===== src/swmme_pkg.sv =====
`default_nettype none

package swmme_pkg;

  localparam int MAX_RADIUS = 31;
  localparam int MAX_LENGTH = 65536;
  localparam int SMP_W      = 16;
  localparam int POS_W      = $clog2(MAX_LENGTH);
  localparam int RAD_W      = 5;
  localparam int DEPTH      = 2 * MAX_RADIUS + 2;
  localparam int OUT_W      = 2 * SMP_W + 2 * POS_W;
  localparam int OUT_BYTES_W = ((OUT_W + 7) / 8) * 8;
  localparam int IN_BYTES_W  = ((SMP_W + 7) / 8) * 8;

  typedef struct packed {
    logic [POS_W-1:0] pos;
    logic [SMP_W-1:0] val;
  } swmme_entry_t;

  // per-cycle command to a deque chain
  typedef struct packed {
    logic             clear;
    logic             push;
    logic             shift;
    logic             lim_en;
    logic [POS_W-1:0] limit;
  } swmme_ctl_t;

  // expiry status of the two leading entries
  typedef struct packed {
    logic exp0;
    logic exp1;
  } swmme_sts_t;

  typedef enum logic [1:0] {
    ST_IDLE,
    ST_PUSH,
    ST_EMIT
  } swmme_state_e;

endpackage

`default_nettype wire


===== src/swmme_cell.sv =====
`default_nettype none

module swmme_cell (
  input  logic                 clk_i,
  input  logic                 rst_ni,
  input  swmme_pkg::swmme_ctl_t   ctl_i,
  input  swmme_pkg::swmme_entry_t new_i,
  input  logic                 head_i,
  input  logic                 keep_prev_i,
  input  logic                 keep_next_i,
  input  swmme_pkg::swmme_entry_t next_i,
  output logic                 keep_o,
  output logic                 valid_o,
  output logic                 exp_o,
  output swmme_pkg::swmme_entry_t ent_o
);
  import swmme_pkg::*;

  logic         valid_q, valid_d;
  swmme_entry_t ent_q, ent_d;
  logic         dom;

  // entry is dominated when the new value is no larger
  assign dom     = ctl_i.push && ($signed(ent_q.val) >= $signed(new_i.val));
  assign keep_o  = valid_q && !dom;
  assign exp_o   = valid_q && ctl_i.lim_en && (ent_q.pos < ctl_i.limit);
  assign valid_o = valid_q;
  assign ent_o   = ent_q;

  always_comb begin
    valid_d = valid_q;
    ent_d   = ent_q;
    if (ctl_i.clear) begin
      valid_d = 1'b0;
    end else if (ctl_i.shift) begin
      if (keep_next_i) begin
        valid_d = 1'b1;
        ent_d   = next_i;
      end else if (ctl_i.push && (head_i || keep_o)) begin
        valid_d = 1'b1;
        ent_d   = new_i;
      end else begin
        valid_d = 1'b0;
      end
    end else if (!keep_o) begin
      if (ctl_i.push && keep_prev_i) begin
        valid_d = 1'b1;
        ent_d   = new_i;
      end else begin
        valid_d = 1'b0;
      end
    end
  end

  always_ff @(posedge clk_i or negedge rst_ni) begin
    if (!rst_ni) begin
      valid_q <= 1'b0;
    end else begin
      valid_q <= valid_d;
    end
  end

  always_ff @(posedge clk_i) begin
    ent_q <= ent_d;
  end

endmodule

`default_nettype wire


===== src/swmme_chain.sv =====
`default_nettype none

module swmme_chain (
  input  logic                    clk_i,
  input  logic                    rst_ni,
  input  swmme_pkg::swmme_ctl_t   ctl_i,
  input  swmme_pkg::swmme_entry_t new_i,
  output swmme_pkg::swmme_entry_t head_o,
  output logic                    head_valid_o,
  output swmme_pkg::swmme_sts_t   sts_o
);
  import swmme_pkg::*;

  logic         keep  [DEPTH];
  logic         valid [DEPTH];
  logic         expd  [DEPTH];
  swmme_entry_t ent   [DEPTH];
  swmme_ctl_t   cell_ctl;

  // the head leaves whenever it has fallen out of the window
  always_comb begin
    cell_ctl       = ctl_i;
    cell_ctl.shift = expd[0];
  end

  assign sts_o.exp0   = expd[0];
  assign sts_o.exp1   = expd[1];
  assign head_o       = ent[0];
  assign head_valid_o = valid[0];

  for (genvar k = 0; k < DEPTH; k++) begin : g_cell
    logic         kp, kn, hd;
    swmme_entry_t nx;
    if (k == 0) begin : g_first
      assign kp = 1'b1;
      assign hd = 1'b1;
    end else begin : g_mid
      assign kp = keep[k-1];
      assign hd = 1'b0;
    end
    if (k == DEPTH - 1) begin : g_last
      assign kn = 1'b0;
      assign nx = '0;
    end else begin : g_inner
      assign kn = keep[k+1];
      assign nx = ent[k+1];
    end

    swmme_cell u_cell (
      .clk_i       (clk_i),
      .rst_ni      (rst_ni),
      .ctl_i       (cell_ctl),
      .new_i       (new_i),
      .head_i      (hd),
      .keep_prev_i (kp),
      .keep_next_i (kn),
      .next_i      (nx),
      .keep_o      (keep[k]),
      .valid_o     (valid[k]),
      .exp_o       (expd[k]),
      .ent_o       (ent[k])
    );
  end

endmodule

`default_nettype wire


===== config.mk =====
export PLATFORM = sky130hd
export DESIGN_NAME = swmme_chain
export DESIGN_NICKNAME = d
export VERILOG_FILES = /design/src/swmme_pkg.sv /design/src/swmme_cell.sv /design/src/swmme_chain.sv
export SDC_FILE = /design/constraint.sdc
export NUM_CORES = 2
export LEC_CHECK = 0
export CAP_MARGIN = 25
export CORE_ASPECT_RATIO = 1.75
export CORE_MARGIN = 2
export CORE_UTILIZATION = 50
export DETAILED_ROUTE_END_ITERATION = 8
export DONT_BUFFER_PORTS = 1
export PLACE_DENSITY_LB_ADDON = 0.25
export SLEW_MARGIN = 5
export SYNTH_ARGS = -nofsm -noshare
export SYNTH_HDL_FRONTEND = slang
export SYNTH_SLANG_ARGS = --single-unit

===== constraint.sdc =====
create_clock -name clk_i -period 18.8 [get_ports clk_i]
set_clock_uncertainty 0.2 [all_clocks]
set_input_delay 1.88 -clock clk_i [delete_from_list [all_inputs] [get_ports clk_i]]
set_output_delay 1.88 -clock clk_i [all_outputs]
set_load 0.02 [all_outputs]

* After elaboration in Yosys (flattened, before gate mapping)
Cells that the tools add are included. W data, S select, Z words.
Word-level totals: register bits 2112, bits in latches 0, RAM bits 0, bits in read-only memories 0, bits of input ports 54, output and inout port bits 35, memories 0
Operators by class: add/subtract/negate cells 0, $mul 0, divide/modulo/power cells 0, order comparisons 66, equal/unequal tests 191, shift operators 0, multiplexer cells 576, bitwise logic cells 1, reductions and logical operators 387
Operators by type and width (number):
- $mux W32 | 256
- $ge A16 B16 Y1 | 64
- $mux W1 | 320
- $reduce_and A4 Y1 | 63
- $logic_and A1 B1 Y1 | 196
- $ne A3 B3 Y1 const B | 61
- $ne A3 B1 Y1 const B | 59
- $reduce_bool A2 Y1 | 63
- $ne A2 B2 Y1 const B | 61
- $logic_not A1 Y1 | 64
- $lt A16 B16 Y1 | 2
- $ne A3 B2 Y1 const B | 6
- $ne A2 B1 Y1 const B | 4
- $reduce_and A2 Y1 | 1
- $not A1 Y1 | 1

* Depth between registers and ports, before layout
word-level depth 9, mapped depth 13

* Hierarchy
Synthesis repeated with hierarchy kept, for this count alone.
Second synthesis, totals: cell total of the unflattened synthesis 12383, area, all modules 143975.6 um^2
Modules (own cells, without submodules):
- swmme_cell at g_cell[0].u_cell ... | times used 53, cells an instance 192, area an instance 2242.2 um^2
- swmme_cell at g_cell[5].u_cell ... | times used 9, cells an instance 201, area an instance 2284.7 um^2
- swmme_cell at g_cell[59].u_cell | times used 1, cells an instance 199, area an instance 2296.0 um^2
- swmme_cell at g_cell[29].u_cell | times used 1, cells an instance 195, area an instance 2260.9 um^2
- swmme_chain | times used 1, cells an instance 4, area an instance 22.5 um^2

* Worst setup path after synthesis
Ideal clock, no wire load.
kind input to register, start point input new_i[9] in the netlist's numbering, end point register g_cell[10].u_cell.ent_q, in the netlist g_cell[10].u_cell.ent_o[0] (enable), setup time 0.533 ns, arrival time 9.185 ns, required time 18.067 ns, path slack 8.881 ns, stages 10, path buffers 1, path through inv_1 > clkbuf_1 > ha_1 > a211o_1 > o211ai_1 > a21oi_1 > nor4_1 > mux2i_1 > and2_1 > o311ai_0
On the way: longest elaborated chain between the ends 7, elaborated cells between the ends (all ways) 18, classes of those cells order compare: 3; eq/ne: 2; reduce/logical: 13
Ends and longest elaborated chain:
- from (decl) | RTL line swmme_chain.sv:7 | input swmme_pkg::swmme_entry_t new_i,
- $ge A16 B16 Y1 | RTL line swmme_cell.sv:24 | assign dom = ctl_i.push && ($signed(ent_q.val) >= $signed(new_i.val));
- $logic_and A1 B1 Y1 | RTL line swmme_cell.sv:24
- $logic_not A1 Y1 | RTL line swmme_cell.sv:25 | assign keep_o = valid_q && !dom;
- $logic_and A1 B1 Y1 | RTL line swmme_cell.sv:25
- $logic_and A1 B1 Y1 (on tied branches) | RTL line swmme_cell.sv:39, swmme_cell.sv:46
- $ne A3 B1 Y1 (no line) / $reduce_bool A2 Y1 (equally long branches)
- $reduce_and A4 Y1 (no line) (*)
- to (signal assigned) | RTL line swmme_cell.sv:64 | ent_q <= ent_d;
- to (decl) | RTL line swmme_cell.sv:20 | swmme_entry_t ent_q, ent_d;
Mark *: on every way between the ends. The rest lies on a longest branch, timed or not. A chain may end at the register's enable or synchronous reset.

==> results.toml <==
[die]
num_rows = 233
fp.dieW_um = 368
die-area_mm2 = 0.235
core_region_area_mm2 = 0.230
die_h_um = 640
initial_core_util_pct = 50.3
io_pins = 89

[pwr]
totalPowerFinal_uw = 9900
sw_frac_of_total_pct = 21.7
switchingPower_uw = 2150
ir_drop_mv = 0.0610
leakagePower_uw = 0.0448
pwr_density_cell_mw_per_mm2 = 78.8
internal-power_uw = 7740
seqPwrFrac_pct = 52.5
comb_power_share_pct = 6.5
clkPwrFrac_pct = 41.0

[setup_path]
arrival_ps = 6970
r2r-start = "g_cell[0].u_cell.ent_o[26]$_DFFE_PP_"
worst-setup-path-type = "input pin to flop"
critPathTopFamily = "buffers and inverters"
crit_chain = "inv_1 > ha_1 > a211oi_1 > o2111ai_1 > nand3b_1 > o22a_4 > buf_4 > inv_6 > buf_4 > buf_4 > nand2_2 > a221oi_4 > buf_4"
critPathLaunch = "ctl_i[13]"
end_kind = "flop"
critical_path.max_fanout = 49
worst-path-stages = 13
crit_required_ps = 19120
cpMaxStageDelayCell = "a221oi_4"
worstReg2RegEnd = "g_cell[40].u_cell.ent_o[23]$_DFFE_PP_"
cpMostUsedCell = "buf_4"
setup.worst_path.end = "g_cell[40].u_cell.ent_o[23]$_DFFE_PP_"
cpPeakStageDelay_ps = 730
reg2reg_setup_slack_ps = 12560
start_kind = "input pin"
r2r_cells = 11
cp_num_buf_inv = 6

[timing]
finalSetupViolations = 0
tightest_slew_ps = 1020
rsz0062_at_grt = "false"
hold_viol = 0
relSlewSlack_pct = 32.0
drv_slew = 0
fmax_mhz = 150
fin_tns_setup_ps = 0
period_needed_ps = 6650
post-route-period-util_pct = 35.4

[clock_network]
cts_tree = "built"
clock_latency_ps = 880
numClockSinks = 2112
htree_levels = 4
cts_hold_buf = 0
cts_setup_buffers = 0
clkTransAtPathRegs_ps = 60
numCtsBuffers = 198
clk_path_buf_depth = 4
root_buffer = "clkbuf_16"
ctsResizeCount = 0

[global_routing]
antenna_found_initial = 25
grt_pass1_vias = 74813
grt_max_degree = 176
grtUsageTotal_pct = 27.1
grt_pass1_wl_um = 477000
grt_overflow = 0

[route]
viasPerCell = 6.32
wl_per_cell_um = 28.4
drtAntennaViolNets = 0
drt_first_pass_iters = 8
postRouteWirelength_um = 323000
num_vias = 71644
drc_errors = 0
drt_iter0_markers = 5812

[synth]
seq_area_frac_synth_pct = 54.6
synthArstFlopShare_pct = 3.03
postSynthAreaPerCell_um2 = 13.9
ys_warn_count = 0
syn_inst = 8295
synth_nets = 9403
synth-main-ff-cell = "edfxtp_1"
synth.distinct_cells = 102
ys_ff_latch = 2112
synth_edf_count = 2048
mappedNetlistArea_mm2 = 0.116

[cells_and_area]
final_design_area_no_fill_mm2 = 0.126
area_delta_synth_final_pct = 8.53
final_common_cell = "edfxtp_1"
mostFrequentLayoutCells = "edfxtp_1, mux2_2, ha_1"
drive_gt1_share_pct = 28.1
nets = 9238

[place]
io_buffers = 0
gp_congestion = 0.939
dp_hpwl_um = 207000
dpl-instance-area_mm2 = 0.119

[min_path]
holdCritPathClass = "flop to flop"

[run]
cap_violations = 0

[status]
status = "complete, no violations"
## worst register-to-register path, cell delays in order, from the launching register on
cell	delay, ps
edfxtp_1	920
ha_1	390
o211ai_1	230
a21oi_1	110
o22a_4	220
buf_4	280
inv_6	490
buf_4	530
buf_4	660
nand2_2	750
a221oi_4	730
buf_4	400
## layout make-up
type	instances	area (µm²)
diodes	16	40.0
clock buffers	246	5220
clock inverters	97	1080
fillers	18191	104000
inverters	151	612
multi-input cells	5515	50300
flip-flops and latches	2112	63100
well taps	3055	3820
repair buffers	152	1380
## flip-flops by register name, summed over array words and instances (netlist names)
name / cells
g_cell.u_cell.ent_o: 2048
g_cell.u_cell.valid_o: 64
## per-stage QoR
| step | std cells | setup slack [ps] | utilization, % | hold slack [ps] |
|---|---|---|---|---|
| 2_1_floorplan | 8295 | 8880 | - | 301 |
| 3_3_place_gp | 10972 | 11390 | 51.7 | 311 |
| 3_5_place_dp | 10975 | 11260 | 51.7 | 311 |
| 4_1_cts | 11318 | 12190 | 54.5 | 330 |
| 5_1_grt | 11330 | 11950 | 54.6 | 332 |
| 6_report | 11344 | 12150 | 54.6 | 325 |
## synth_stat cells (55+ instances only)
library cell / n / area share [%]
ha_1: 1054 / 11
o21ai_0: 371 / 1.6
buf_2: 183 / 0.79
nand2_1: 432 / 1.4
nand4_1: 180 / 0.97
edfxtp_1: 2048 / 53
a21oi_1: 375 / 1.6
o211ai_1: 81 / 0.53
clkbuf_1: 272 / 0.88
and3_1: 55 / 0.30
a21o_1: 93 / 0.60
nor2_1: 118 / 0.38
dfrtp_1: 64 / 1.4
nand3_1: 120 / 0.52
mux2_2: 1633 / 16
mux2_4: 81 / 1.1
nor2b_1: 67 / 0.36
inv_1: 150 / 0.49
mux2_1: 86 / 0.84
## worst min-delay path by stage
stage	cells past startpoint	startpoint	slack [ps]	to
global placement	1	g_cell[18].u_cell.ent_o[23]$_DFFE_PP_	310	g_cell[17].u_cell.ent_o[23]$_DFFE_PP_
global route	1	g_cell[14].u_cell.ent_o[31]$_DFFE_PP_	330	g_cell[13].u_cell.ent_o[31]$_DFFE_PP_
CTS	1	g_cell[14].u_cell.ent_o[16]$_DFFE_PP_	330	g_cell[13].u_cell.ent_o[16]$_DFFE_PP_
floorplan	1	g_cell[41].u_cell.ent_o[16]$_DFFE_PP_	300	g_cell[40].u_cell.ent_o[16]$_DFFE_PP_
finish	1	g_cell[14].u_cell.ent_o[16]$_DFFE_PP_	320	g_cell[13].u_cell.ent_o[16]$_DFFE_PP_
detailed placement	1	g_cell[18].u_cell.ent_o[24]$_DFFE_PP_	310	g_cell[17].u_cell.ent_o[24]$_DFFE_PP_
## layer usage
layer	track usage, %	up-vias	wire (µm)
met5	0	-	60
met4	22.0	10	30900
met3	4.47	1072	18500
met2	46.5	2458	158000
met1	29.5	35970	115000
li1	-	32134	-
## logic make-up (layout without fill, tap and decap cells)
| kind of cell | Yosys count | after routing | synth area share (%) |
|---|---|---|---|
| adder cells (fa/ha/maj) | 1054 | 1054 | 11.4 |
| flip-flops | 2112 | 2112 | 54.6 |
| other | 0 | 16 | 0 |
| AND/OR/NAND/NOR | 1247 | 1247 | 5.58 |
| buffers and inverters | 668 | 646 | 2.63 |
| multiplexers | 1847 | 1847 | 18.2 |
| AO/OA/AOI/OAI | 1367 | 1367 | 7.64 |
## power groups by stage
stage	clock network, µW	logic, µW	registers [µW]
after CTS	4120	637	5190
after detailed placement	0	628	5300
final	4060	642	5190
after global placement	0	605	5300
after global routing	4280	706	5190
after floorplan	0	489	5290
(Power assumes the default switching activity.)
